[src/hdl/lrca_pkg.sv]
// ----------------------------------------------------------------------------
// lrca_pkg: shared types and constants for the labeled run confusion
// accumulator (state codes, unit operations, register indexes, reset values).
// ----------------------------------------------------------------------------
package lrca_pkg;

  localparam int WORD_W    = 32;
  localparam int THR_W     = 16;
  localparam int PROD_W    = WORD_W + THR_W;
  localparam int CFG_IDX_W = 3;
  localparam int BIN_W     = 2;
  localparam int LABEL_W   = 3;
  localparam int RAW_W     = 4;

  // configuration register indexes
  typedef enum logic [CFG_IDX_W-1:0] {
    CFG_OVERLAP_BASED     = 3'd0,
    CFG_OVERLAP_THRESHOLD = 3'd1,
    CFG_BIN_EDGE_ONE      = 3'd2,
    CFG_BIN_EDGE_TWO      = 3'd3,
    CFG_BIN_EDGE_THREE    = 3'd4
  } cfg_idx_t;

  localparam logic             RST_OVERLAP_BASED     = 1'b0;
  localparam logic [THR_W-1:0]  RST_OVERLAP_THRESHOLD = 16'd32768;
  localparam logic [WORD_W-1:0] RST_BIN_EDGE_ONE      = 32'd1000;
  localparam logic [WORD_W-1:0] RST_BIN_EDGE_TWO      = 32'd10000;
  localparam logic [WORD_W-1:0] RST_BIN_EDGE_THREE    = 32'd100000;

  localparam logic [BIN_W-1:0] LAST_BIN_STEP = 2'd2;

  typedef enum logic [3:0] {
    ST_IDLE,
    ST_LEN,
    ST_BIN,
    ST_PROD,
    ST_EMIT_CMP,
    ST_EMIT_OUT,
    ST_UPD,
    ST_ACC_RD,
    ST_ACC_WR
  } state_t;

  typedef enum logic [1:0] {
    UOP_ADD,
    UOP_DIFF1,
    UOP_GT
  } unit_op_t;

  typedef struct packed {
    unit_op_t            op;
    logic [PROD_W-1:0]   a;
    logic [PROD_W-1:0]   b;
  } unit_req_t;

endpackage

[src/hdl/labeled_run_confusion_accumulator.sv]
// ----------------------------------------------------------------------------
// labeled_run_confusion_accumulator: per-run query label counts
// Splits the block stream into annotated runs per reference label and contig,
// sums block lengths per query label, and emits one word per column when a
// run closes or on a finish word.
// ----------------------------------------------------------------------------
// A word that closes a run computes the run length, steps through the bin
// edges, forms the threshold product, then compares and emits each column in
// turn (held while out_stall is high); every word then updates the run state,
// and an annotated word that is not a finish word also reads and writes its row entry.
// The shared unit and the single row RAM read port are reused by these steps;
// one item is worked on at a time.
// Reset (rst, synchronous): configuration registers return to defaults, the
// run state clears, and all row entries are invalidated at once by their valid bits.
module labeled_run_confusion_accumulator #(
  parameter int LABELS = 8
) (
  input  logic                                 clk,
  input  logic                                 rst,
  input  logic                                 cfg_write,
  input  logic [lrca_pkg::CFG_IDX_W-1:0]       cfg_index,
  input  logic [lrca_pkg::WORD_W-1:0]          cfg_data,
  input  logic                                 in_valid,
  output logic                                 in_stall,
  input  logic                                 op,
  input  logic [lrca_pkg::WORD_W-1:0]          start_req,
  input  logic [lrca_pkg::WORD_W-1:0]          stop,
  input  logic                                 new_contig,
  input  logic                                 in_annotation,
  input  logic signed [lrca_pkg::RAW_W-1:0]    ref_label,
  input  logic signed [lrca_pkg::RAW_W-1:0]    query_label,
  output logic                                 out_valid,
  input  logic                                 out_stall,
  output logic [lrca_pkg::BIN_W-1:0]           bin_index,
  output logic [lrca_pkg::LABEL_W-1:0]         row_label,
  output logic [lrca_pkg::LABEL_W-1:0]         column,
  output logic [lrca_pkg::WORD_W-1:0]          amount,
  output logic                                 last
);

  localparam int IDX_W = $clog2(LABELS);
  localparam int LBL_W = lrca_pkg::LABEL_W;
  localparam int W     = lrca_pkg::WORD_W;
  localparam int TW    = lrca_pkg::THR_W;
  localparam logic [IDX_W-1:0] LAST_COL = IDX_W'(LABELS - 1);

  function automatic logic [IDX_W-1:0] map_label(input logic [lrca_pkg::RAW_W-1:0] raw);
    logic [IDX_W-1:0] res;
    if (raw[lrca_pkg::RAW_W-1]) begin
      res = LAST_COL;
    end else if (int'(raw) >= LABELS) begin
      res = LAST_COL;
    end else begin
      res = IDX_W'(raw[lrca_pkg::RAW_W-2:0]);
    end
    return res;
  endfunction

  lrca_pkg::state_t state, state_next;

  // configuration
  logic          ovl_based;
  logic [TW-1:0] ovl_thr;
  logic [W-1:0]  edge_one, edge_two, edge_three;

  // stream state
  logic [W-1:0]      run_start;
  logic [W-1:0]      prev_end;
  logic [IDX_W-1:0]  prev_label;
  logic              prev_valid;
  logic              prev_annot;
  logic [LABELS-1:0] row_valid;

  // latched item
  logic             it_op;
  logic [W-1:0]     it_start, it_stop;
  logic             it_contig, it_cur;
  logic [IDX_W-1:0] it_ref, it_qry;

  // working registers
  logic [W-1:0]                 run_len, blen;
  logic [lrca_pkg::PROD_W-1:0]  prod;
  logic [lrca_pkg::BIN_W-1:0]   bin_cnt, bin_step;
  logic [IDX_W-1:0]             col;
  logic                         any_hit;
  logic                         rd_valid;

  // RAM and unit
  logic             ram_we, ram_re;
  logic [IDX_W-1:0] ram_waddr, ram_raddr;
  logic [W-1:0]     ram_wdata, ram_rdata;
  lrca_pkg::unit_req_t req;
  logic [W-1:0]     unit_sum;
  logic             unit_gt;

  logic             in_accept;
  logic [IDX_W-1:0] ref_now;
  logic             ref_changed_now, emit_now;
  logic             ref_changed_upd, clr_idle, clr_start;
  logic [W-1:0]     cnt_masked, edge_sel;

  lrca_ram #(.WIDTH(W), .DEPTH(LABELS)) u_row_ram (
    .clk   (clk),
    .we    (ram_we),
    .waddr (ram_waddr),
    .wdata (ram_wdata),
    .re    (ram_re),
    .raddr (ram_raddr),
    .rdata (ram_rdata)
  );

  lrca_unit u_unit (
    .req (req),
    .sum (unit_sum),
    .gt  (unit_gt)
  );

  assign in_stall  = (state != lrca_pkg::ST_IDLE);
  assign out_valid = (state == lrca_pkg::ST_EMIT_OUT);
  assign in_accept = in_valid && !in_stall;

  assign ref_now         = map_label(ref_label);
  assign ref_changed_now = !prev_valid || (ref_now != prev_label);
  assign emit_now = op ? (prev_annot && prev_valid)
                       : (prev_valid && prev_annot &&
                          (ref_changed_now || new_contig || !in_annotation));

  assign ref_changed_upd = !prev_valid || (it_ref != prev_label);
  assign clr_idle  = !it_cur && (it_contig || prev_annot);
  assign clr_start = it_cur && ((prev_annot && ref_changed_upd) || it_contig || !prev_annot);

  // never-written or cleared entries read as zero
  assign cnt_masked = rd_valid ? ram_rdata : '0;

  always_comb begin
    case (bin_step)
      2'd0:    edge_sel = edge_one;
      2'd1:    edge_sel = edge_two;
      default: edge_sel = edge_three;
    endcase
  end

  // next state
  always_comb begin
    state_next = state;
    unique case (state)
      lrca_pkg::ST_IDLE: begin
        if (in_accept) begin
          state_next = emit_now ? lrca_pkg::ST_LEN : lrca_pkg::ST_UPD;
        end
      end
      lrca_pkg::ST_LEN:  state_next = lrca_pkg::ST_BIN;
      lrca_pkg::ST_BIN: begin
        if (bin_step == lrca_pkg::LAST_BIN_STEP) begin
          state_next = lrca_pkg::ST_PROD;
        end
      end
      lrca_pkg::ST_PROD:     state_next = lrca_pkg::ST_EMIT_CMP;
      lrca_pkg::ST_EMIT_CMP: state_next = lrca_pkg::ST_EMIT_OUT;
      lrca_pkg::ST_EMIT_OUT: begin
        if (!out_stall) begin
          state_next = (col == LAST_COL) ? lrca_pkg::ST_UPD : lrca_pkg::ST_EMIT_CMP;
        end
      end
      lrca_pkg::ST_UPD: begin
        state_next = (!it_op && it_cur) ? lrca_pkg::ST_ACC_RD : lrca_pkg::ST_IDLE;
      end
      lrca_pkg::ST_ACC_RD: state_next = lrca_pkg::ST_ACC_WR;
      lrca_pkg::ST_ACC_WR: state_next = lrca_pkg::ST_IDLE;
      default:             state_next = lrca_pkg::ST_IDLE;
    endcase
  end

  // unit operands and RAM controls
  always_comb begin
    req.op    = lrca_pkg::UOP_ADD;
    req.a     = '0;
    req.b     = '0;
    ram_re    = 1'b0;
    ram_raddr = col;
    ram_we    = 1'b0;
    ram_waddr = it_qry;
    ram_wdata = unit_sum;
    unique case (state)
      lrca_pkg::ST_LEN: begin
        req.op = lrca_pkg::UOP_DIFF1;
        req.a  = {{TW{1'b0}}, prev_end};
        req.b  = {{TW{1'b0}}, run_start};
      end
      lrca_pkg::ST_BIN: begin
        req.op = lrca_pkg::UOP_GT;
        req.a  = {{TW{1'b0}}, edge_sel};
        req.b  = {{TW{1'b0}}, run_len};
      end
      lrca_pkg::ST_PROD: begin
        ram_re    = 1'b1;
        ram_raddr = '0;
      end
      lrca_pkg::ST_EMIT_CMP: begin
        // count / length > thr / 2^16, as count * 2^16 > thr * length
        req.op = lrca_pkg::UOP_GT;
        req.a  = {cnt_masked, {TW{1'b0}}};
        req.b  = prod;
      end
      lrca_pkg::ST_EMIT_OUT: begin
        if (!out_stall && (col != LAST_COL)) begin
          ram_re    = 1'b1;
          ram_raddr = col + {{(IDX_W-1){1'b0}}, 1'b1};
        end
      end
      lrca_pkg::ST_UPD: begin
        req.op = lrca_pkg::UOP_DIFF1;
        req.a  = {{TW{1'b0}}, it_stop};
        req.b  = {{TW{1'b0}}, it_start};
      end
      lrca_pkg::ST_ACC_RD: begin
        ram_re    = 1'b1;
        ram_raddr = it_qry;
      end
      lrca_pkg::ST_ACC_WR: begin
        req.op = lrca_pkg::UOP_ADD;
        req.a  = {{TW{1'b0}}, cnt_masked};
        req.b  = {{TW{1'b0}}, blen};
        ram_we = 1'b1;
      end
      default: begin
      end
    endcase
  end

  // control, configuration and stream state
  always_ff @(posedge clk) begin
    if (rst) begin
      state      <= lrca_pkg::ST_IDLE;
      ovl_based  <= lrca_pkg::RST_OVERLAP_BASED;
      ovl_thr    <= lrca_pkg::RST_OVERLAP_THRESHOLD;
      edge_one   <= lrca_pkg::RST_BIN_EDGE_ONE;
      edge_two   <= lrca_pkg::RST_BIN_EDGE_TWO;
      edge_three <= lrca_pkg::RST_BIN_EDGE_THREE;
      run_start  <= '0;
      prev_end   <= '0;
      prev_label <= '0;
      prev_valid <= 1'b0;
      prev_annot <= 1'b0;
      row_valid  <= '0;
    end else begin
      state <= state_next;
      if (cfg_write) begin
        unique case (cfg_index)
          lrca_pkg::CFG_OVERLAP_BASED:     ovl_based  <= cfg_data[0];
          lrca_pkg::CFG_OVERLAP_THRESHOLD: ovl_thr    <= cfg_data[TW-1:0];
          lrca_pkg::CFG_BIN_EDGE_ONE:      edge_one   <= cfg_data;
          lrca_pkg::CFG_BIN_EDGE_TWO:      edge_two   <= cfg_data;
          lrca_pkg::CFG_BIN_EDGE_THREE:    edge_three <= cfg_data;
          default: begin
          end
        endcase
      end
      if (state == lrca_pkg::ST_UPD) begin
        if (it_op) begin
          // finish: drop the whole stream
          run_start  <= '0;
          prev_end   <= '0;
          prev_label <= '0;
          prev_valid <= 1'b0;
          prev_annot <= 1'b0;
          row_valid  <= '0;
        end else begin
          if (clr_start) begin
            run_start <= it_start;
            row_valid <= '0;
          end else if (clr_idle) begin
            run_start <= '0;
            row_valid <= '0;
          end
          prev_annot <= it_cur;
          prev_label <= it_ref;
          prev_valid <= 1'b1;
          prev_end   <= it_stop;
        end
      end
      if (state == lrca_pkg::ST_ACC_WR) begin
        row_valid[it_qry] <= 1'b1;
      end
    end
  end

  // datapath
  always_ff @(posedge clk) begin
    if (ram_re) begin
      rd_valid <= row_valid[ram_raddr];
    end
    case (state)
      lrca_pkg::ST_IDLE: begin
        if (in_accept) begin
          it_op     <= op;
          it_start  <= start_req;
          it_stop   <= stop;
          it_contig <= new_contig;
          it_cur    <= in_annotation;
          it_ref    <= ref_now;
          it_qry    <= map_label(query_label);
        end
      end
      lrca_pkg::ST_LEN: begin
        run_len  <= unit_sum;
        bin_step <= '0;
        bin_cnt  <= '0;
      end
      lrca_pkg::ST_BIN: begin
        if (!unit_gt) begin
          bin_cnt <= bin_cnt + 2'd1;
        end
        bin_step <= bin_step + 2'd1;
      end
      lrca_pkg::ST_PROD: begin
        prod    <= {{W{1'b0}}, ovl_thr} * {{TW{1'b0}}, run_len};
        col     <= '0;
        any_hit <= 1'b0;
      end
      lrca_pkg::ST_EMIT_CMP: begin
        bin_index <= bin_cnt;
        row_label <= LBL_W'(prev_label);
        column    <= LBL_W'(col);
        last      <= (col == LAST_COL);
        if (ovl_based) begin
          // no hit anywhere in the row: force the last column
          if (col == LAST_COL) begin
            amount <= {{(W-1){1'b0}}, unit_gt || !any_hit};
          end else begin
            amount <= {{(W-1){1'b0}}, unit_gt};
          end
          any_hit <= any_hit || unit_gt;
        end else begin
          amount <= cnt_masked;
        end
      end
      lrca_pkg::ST_EMIT_OUT: begin
        if (!out_stall) begin
          col <= col + {{(IDX_W-1){1'b0}}, 1'b1};
        end
      end
      lrca_pkg::ST_UPD: begin
        blen <= unit_sum;
      end
      default: begin
      end
    endcase
  end

  a_no_accept_while_emitting: assert property (@(posedge clk) disable iff (rst)
    out_valid |-> in_stall)
    else $error("input accepted while a row is being emitted");

  a_last_on_final_column: assert property (@(posedge clk) disable iff (rst)
    (out_valid && last) |-> (column == LBL_W'(LABELS - 1)))
    else $error("last flag on a column other than the final one");

  a_row_ends_after_last: assert property (@(posedge clk) disable iff (rst)
    (out_valid && !out_stall && last) |=> !out_valid)
    else $error("output still valid after the final column was taken");

endmodule

[src/hdl/lrca_ram.sv]
// ----------------------------------------------------------------------------
// lrca_ram: generic simple dual-port RAM
// One write port, one read port with registered read data.
// ----------------------------------------------------------------------------
module lrca_ram #(
  parameter int WIDTH = 32,
  parameter int DEPTH = 8
) (
  input  logic                     clk,
  input  logic                     we,
  input  logic [$clog2(DEPTH)-1:0] waddr,
  input  logic [WIDTH-1:0]         wdata,
  input  logic                     re,
  input  logic [$clog2(DEPTH)-1:0] raddr,
  output logic [WIDTH-1:0]         rdata
);

  logic [WIDTH-1:0] mem [DEPTH];

  always_ff @(posedge clk) begin
    if (we) begin
      mem[waddr] <= wdata;
    end
    if (re) begin
      rdata <= mem[raddr];
    end
  end

endmodule

[src/hdl/lrca_unit.sv]
// ----------------------------------------------------------------------------
// lrca_unit: shared arithmetic unit
// One adder/subtractor and one wide magnitude compare, reused by the
// sequencer for run and block lengths, bin edges, overlap test and accumulation.
// ----------------------------------------------------------------------------
module lrca_unit (
  input  lrca_pkg::unit_req_t            req,
  output logic [lrca_pkg::WORD_W-1:0]    sum,
  output logic                           gt
);

  always_comb begin
    unique case (req.op)
      lrca_pkg::UOP_ADD:   sum = req.a[lrca_pkg::WORD_W-1:0] + req.b[lrca_pkg::WORD_W-1:0];
      lrca_pkg::UOP_DIFF1: sum = req.a[lrca_pkg::WORD_W-1:0] - req.b[lrca_pkg::WORD_W-1:0]
                                 + {{(lrca_pkg::WORD_W-1){1'b0}}, 1'b1};
      lrca_pkg::UOP_GT:    sum = '0;
      default:             sum = '0;
    endcase
  end

  assign gt = (req.op == lrca_pkg::UOP_GT) && (req.a > req.b);

endmodule
[config.mk]
export PLATFORM = sky130hd
export DESIGN_NAME = labeled_run_confusion_accumulator
export DESIGN_NICKNAME = d
export VERILOG_FILES = /design/src/hdl/lrca_pkg.sv /design/src/hdl/labeled_run_confusion_accumulator.sv /design/src/hdl/lrca_ram.sv /design/src/hdl/lrca_unit.sv
export SDC_FILE = /design/constraint.sdc
export NUM_CORES = 2
export LEC_CHECK = 0
export BUFFER_PORTS_ARGS = -buffer_cell sky130_fd_sc_hd__buf_2
export CAP_MARGIN = 30
export CORE_MARGIN = 5
export CORE_UTILIZATION = 53
export DETAILED_ROUTE_END_ITERATION = 16
export PLACE_DENSITY = 0.7
export REMOVE_ABC_BUFFERS = 1
export SETUP_SLACK_MARGIN = 0.05
export SLEW_MARGIN = 40
export SYNTH_ARGS = -nofsm -noshare
export SYNTH_HDL_FRONTEND = slang
export SYNTH_SLANG_ARGS = --single-unit
[constraint.sdc]
create_clock -name clk -period 8.9 [get_ports clk]
set_clock_uncertainty 0.05 [all_clocks]
set_input_delay 0 -clock clk [delete_from_list [all_inputs] [get_ports clk]]
set_output_delay 0 -clock clk [all_outputs]
set_load 0.05 [all_outputs]
* Word level (Yosys, flattened, before mapping)
Memories as Yosys holds them, arrays and structs flattened. A register that Yosys moved wholly into a read port is not among the register bits.
Cells that the tools add are included.
** Cells by class
- $add $sub $neg :: 6
- Multiply operators :: 1
- $lt $le $gt $ge :: 6
- Equal/unequal tests :: 25
- Mux-type cells :: 47
- Bitwise operators :: 1
- Reductions and logical operators :: 49
** Operator list (number)
- one-hot mux 98 bit (5 select lines) :: 1
- two-way mux 32 bit :: 6
- one-hot mux 32 bit (2 select lines) :: 2
- greater-than comparator 48 bit :: 1
- multiplier 16 x 32 -> 48 bit :: 1
- two-way mux 8 bit :: 6
- adder 32 x 1 -> 32 bit (second input constant) :: 1
- adder 32 bit :: 1
- one-hot mux 4 bit (8 select lines) :: 1
- subtractor 32 bit :: 1
- two-way mux 3 bit :: 7
- AND reduction 2 bit :: 10
- == test 4 x 3 -> 1 bit (second input constant) :: 4
- two-way mux 4 bit :: 3
- two-way mux 1 bit :: 11
- logical AND 1 bit :: 10
- != test 2 bit (second input constant) :: 5
- logical OR 1 bit :: 9
- one-hot mux 3 bit (3 select lines) :: 1
- == test 4 x 2 -> 1 bit (second input constant) :: 2
- greater-or-equal comparator 4 bit (second input constant) :: 2
- logical NOT 1 bit :: 8
- less-than comparator 3 x 4 -> 1 bit (second input constant) :: 2
- bitwise OR 8 bit :: 1
- 26 further kinds :: 39
** Word-level totals
- Register bits after elaboration :: 429
- Memory bits (writable) :: 256
- Output and inout bits :: 43
- Logic and storage cells :: 168
- Memories kept :: 1
** Memories
- u_row_ram.mem :: words 8, bits a word 32, rd ports 1, clocked after Yosys merged registers in 1, write ports 1, RTL line lrca_ram.sv:18 : logic [WIDTH-1:0] mem [DEPTH];

* Logic depth before layout (Yosys ltp)
- Depth in word-level cells :: 12
- Gate-level depth with buffers :: 24

* By module
A second synthesis with hierarchy kept.
** Unflattened totals
- Cell total of the unflattened synthesis :: 4596
- Area, all modules :: 49207.2 um2
** Modules (own cells, without submodules)
- labeled_run_confusion_accumulator :: times used 1, cells an instance 3445, area an instance 33164.3 um2, seq. area each 10940.5 um2
- lrca_ram :: times used 1, cells an instance 415, area an instance 10786.6 um2, seq. area each 8648.3 um2
- lrca_unit :: times used 1, cells an instance 736, area an instance 5256.3 um2, seq. area each 0.0 um2

* Worst setup path before layout
OpenSTA, ideal clock, no wires.
- Path type :: register to register
- From :: register run_len[11]
- To :: register prod[43] (netlist name) (data pin)
- Library setup time :: 260 ps
- Arrival :: 6143 ps
- Required time :: 8590 ps
- Path slack :: 2448 ps
- Cell stages (with the launch flop) :: 22
- Path buffers :: 1
- Period minus slack after synthesis :: 6452 ps
- Path through :: edfxtp_1 clkbuf_1 nand2_1 fa_1 fa_1 fa_1 inv_1 fa_1 fa_1 inv_1 fa_1 inv_1 ha_1 a21oi_2 o211ai_1 a221oi_2 o31ai_2 a311o_2 or3_4 a31oi_4 o21ai_2 xor2_1
** Between the ends
- Word-level cells in the longest chain between the ends :: 1
** Ends and longest elaborated chain
- from (decl) :: RTL line labeled_run_confusion_accumulator.sv:81 : logic [W-1:0] run_len, blen;
- from (signal assigned) :: RTL line labeled_run_confusion_accumulator.sv:306 : run_len <= unit_sum;
- multiplier 16 x 32 -> 48 bit :: RTL line labeled_run_confusion_accumulator.sv:317 : prod <= {{W{1'b0}}, ovl_thr} * {{TW{1'b0}}, run_len};
- to (signal assigned) :: RTL line labeled_run_confusion_accumulator.sv:317
- to (decl) :: RTL line labeled_run_confusion_accumulator.sv:82 : logic [lrca_pkg::PROD_W-1:0] prod;
No other way between the ends.
A chain may end at the register's enable or synchronous reset.

* Worst setup path after layout
- From :: register run_len[23]
- To :: register prod[47] (netlist name) (data pin)
The elaborated chain is that of the path after synthesis.

==> results.toml <==
[logic_synthesis]
yosysTopAreaCell = "edfxtp_1"
synth_edf_count = 523
syn_inst = 4978
netlist_top_cells_count = "nand2_1, inv_1, edfxtp_1"
synthArstFlopShare_pct = 0
synth_cell_types = 95
synth.avg_cell_area_um2 = 9.90
synth_top_cell_area_share_pct = 31.9
synth-seq-area-share_pct = 39.8
synth_most_common_cell = "nand2_1"
synthFlopType = "edfxtp_1"
synthTopCellsByArea = "edfxtp_1, fa_1, nand2_1, dfxtp_1, ha_1"
yosysWarnings = 0
synth_area_um2 = 49300
synth_seq_cells = 717

[sta]
rsz0062_at_grt = "no"
fin_crit_sh_pct = 81.5
layout_min_cycle_time_ns = 7.25
slew_viol_final = 0
setup_viol = 0
finalHoldViolations = 0
hold_slack_ns = 0.0211
max_freq_mhz = 138
maxSlewHeadroom_pct = 36.1
tightest_slew_ns = 0.958

[placement]
dp_hpwl_um = 104000
dp_cells = 6199
place.gp.congestion = 0.932
io_buffers = 157
place_area_um2 = 51600

[global_route]
grt_remaining_overflow = 0
grt_usage_pct = 29.9
grt_pass1_vias = 37600
grt_pass1_wl_um = 227000
antenna_found_initial = 2
grt_max_degree = 92

[floorplan]
rows = 111
die-area_um2 = 99200
dieWidth_um = 315
die_y_um = 315
start_util_pct = 53.6
core-area_um2 = 91900
io_pins = 158

[layout]
final_util_pct = 60.8
syn_to_final_growth_pct = 13.5
antenna_cells = 0
fillerInstances = 7533
fin_cells = 6509
nets = 5985
seq_area_um2 = 19600
final_area_um2 = 55900
drive_above_1_share_pct = 9.74
multi_input_area_um2 = 26800

[worst_setup_path]
arrival_ns = 7.61
slowest_stage = "edfxtp_1"
end_kind = "register"
start_kind = "register"
cp_cell_sequence = "buf_4, nand2_1, fa_1, fa_1, fa_1, inv_1, fa_1, fa_1, inv_1, fa_1, inv_1, ha_1, a21oi_1, o21ai_0, a2111oi_0, o31ai_1, a31oi_1, o21ai_1, a21o_1, a21o_1, xnor2_1"
reg2reg_to = "prod[47]$_DFFE_PP_"
cp_slowest_stage_delay_ns = 0.73
worstSetupPathType = "register to register"
r2r_cells = 21
r2r-start = "run_len[23]$_DFFE_PP_"
critPathMaxFanout = 10
cpMostUsedCell = "fa_1"
reg2reg_slack_ns = 1.65
worst_ep_required_time_ns = 9.26

[pwr]
power_density_nw_per_um2 = 265
leakagePower_uw = 0.0229
peakVddDrop_mv = 0.245

[drt]
drt-wirelength-per-cell_um = 23.0
route.detailed.drc = 0
num_vias = 38200
totalWireLength_um = 150000
dr.pass1.iters = 8
ant_nets = 0
vias_per_cell = 5.87
drt-initial-drc-count = 4269

[hold_path]
hold_class = "input pin to register"
hold-path-endpoint = "it_stop[15]$_DFFE_PP_"
worstHoldStart = "stop[15]"
hold_depth = 2

[clock_network]
clkSlewWorstSetupHoldPaths_ns = 0.07
cts.repair.resized = 0
cts_tree = "yes"
cts_buffer_depth = 3
cts_htree_levels = 3
cts_buffers = 79
ctsRootBufferMaster = "clkbuf_16"
clock-sinks = 717
clk_latency_ns = 0.66

[run_status]
status = "finished, final reports clean"

[run]
drv_cap = 0
## through the flow
stage / setup slack [ns] / setup TNS [ns] / total power (µW)
2_1_floorplan: -1.59 / -277.98 / 8830
3_5_place_dp: 1.75 / 0 / 11200
6_report: 1.65 / 0 / 14800
4_1_cts: 1.71 / 0 / 14700
5_1_grt: 1.35 / 0 / 15500
3_3_place_gp: 1.80 / 0 / 11000
## cells in the final DEF (no fill, tap or decap), drive strengths merged, types with 10 or more instances in the layout
cell / n
a211oi: 12
a21o: 40
a21oi: 273
a221oi: 15
a22oi: 100
a311oi: 38
a31o: 35
a31oi: 16
a32oi: 33
and2: 272
and3: 52
and4: 34
buf: 253
clkbuf: 111
clkinv: 22
dfxtp: 194
dlygate4sd3: 157
edfxtp: 523
fa: 435
ha: 236
inv: 573
nand2: 1105
nand2b: 21
nand3: 125
nand3b: 22
nand4: 17
nor2: 147
nor2b: 28
nor3: 21
o21a: 10
o21ai: 63
o21bai: 27
o22ai: 31
or2: 13
xnor2: 72
xor2: 36
## worst max path at each step
stage | to | depth (start not counted) | start
CTS | prod[47]$_DFFE_PP_ | 20 | run_len[22]$_DFFE_PP_
floorplan | blen[30]$_DFFE_PN_ | 16 | state[2]$_SDFFE_PP0P_
finish | prod[47]$_DFFE_PP_ | 21 | run_len[23]$_DFFE_PP_
detailed placement | prod[44]$_DFFE_PP_ | 22 | ovl_thr[5]$_SDFFE_PP0P_
global route | prod[47]$_DFFE_PP_ | 21 | run_len[23]$_DFFE_PP_
global placement | prod[47]$_DFFE_PP_ | 20 | ovl_thr[7]$_SDFFE_PP0P_
## critical path: cells and delay by family, from the launching register on
family	cells	cell delay (ns)
AO/OA/AOI/OAI	8	2.16
XOR/XNOR	1	0.12
adder cells (fa/ha/maj)	7	3.39
buffers and inverters	4	0.46
flip-flops	1	0.73
AND/OR/NAND/NOR	1	0.11
## area by class of cell
type / count / share of cell area (%)
Timing Repair Buffer: 410 / 5.69
Tap cell: 1243 / 2.78
Clock buffer: 111 / 4.06
Multi-Input combinational cell: 3425 / 47.8
Inverter: 566 / 3.81
Sequential cell: 717 / 35.0
Clock inverter: 37 / 0.792
## kinds of logic after synthesis
family                     count (synthesis)  share of synthesized area [%]
and+or+nand+nor                         1886                           17.6
muxes                                      1                         0.0203
buffers and inverters                    836                           6.52
DFF                                      717                           39.8
AOI/OAI and AO/OA                        759                           10.5
adders and majority gates                671                           23.7
xor gates and xnor gates                 108                           1.92
## timing repair
action / CTS / global route
hold endpoints to repair: 252 / 0
hold buffers: 158 / 0
endpoints found under the setup margin: 0 / 0
setup buffers: 0 / 0
## state kept, by name, summed over array words and instances (netlist names), 4 cells and up
register and count:
ovl_thr 16, u_row_ram.rdata 32, edge_two 32, run_len 32, blen 32, row_valid 8
prev_end 32, run_start 32, it_start 32, it_stop 32, edge_three 32, state 4
prod 48, u_row_ram.mem 256, edge_one 32, amount 32
## layer usage
| layer | part of all wire (%) | GRT usage (%) | vias up | wire length [µm] |
|---|---|---|---|---|
| met2 | 45 | 46.2 | 2030 | 66800 |
| met3 | 11 | 6.68 | 319 | 16100 |
| met5 | 0 | 0 | - | 0 |
| li1 | - | - | 17000 | - |
| met1 | 40 | 41.3 | 18900 | 59600 |
| met4 | 4.9 | 12.1 | 0 | 7280 |
## power breakdown
group | switching (µW) | internal (µW)
Sequential | 364 | 4510
Combinational | 4420 | 2110
Clock | 1410 | 2010
Total | 6190 | 8640
Note: power is estimated with default switching activity, not from simulation.
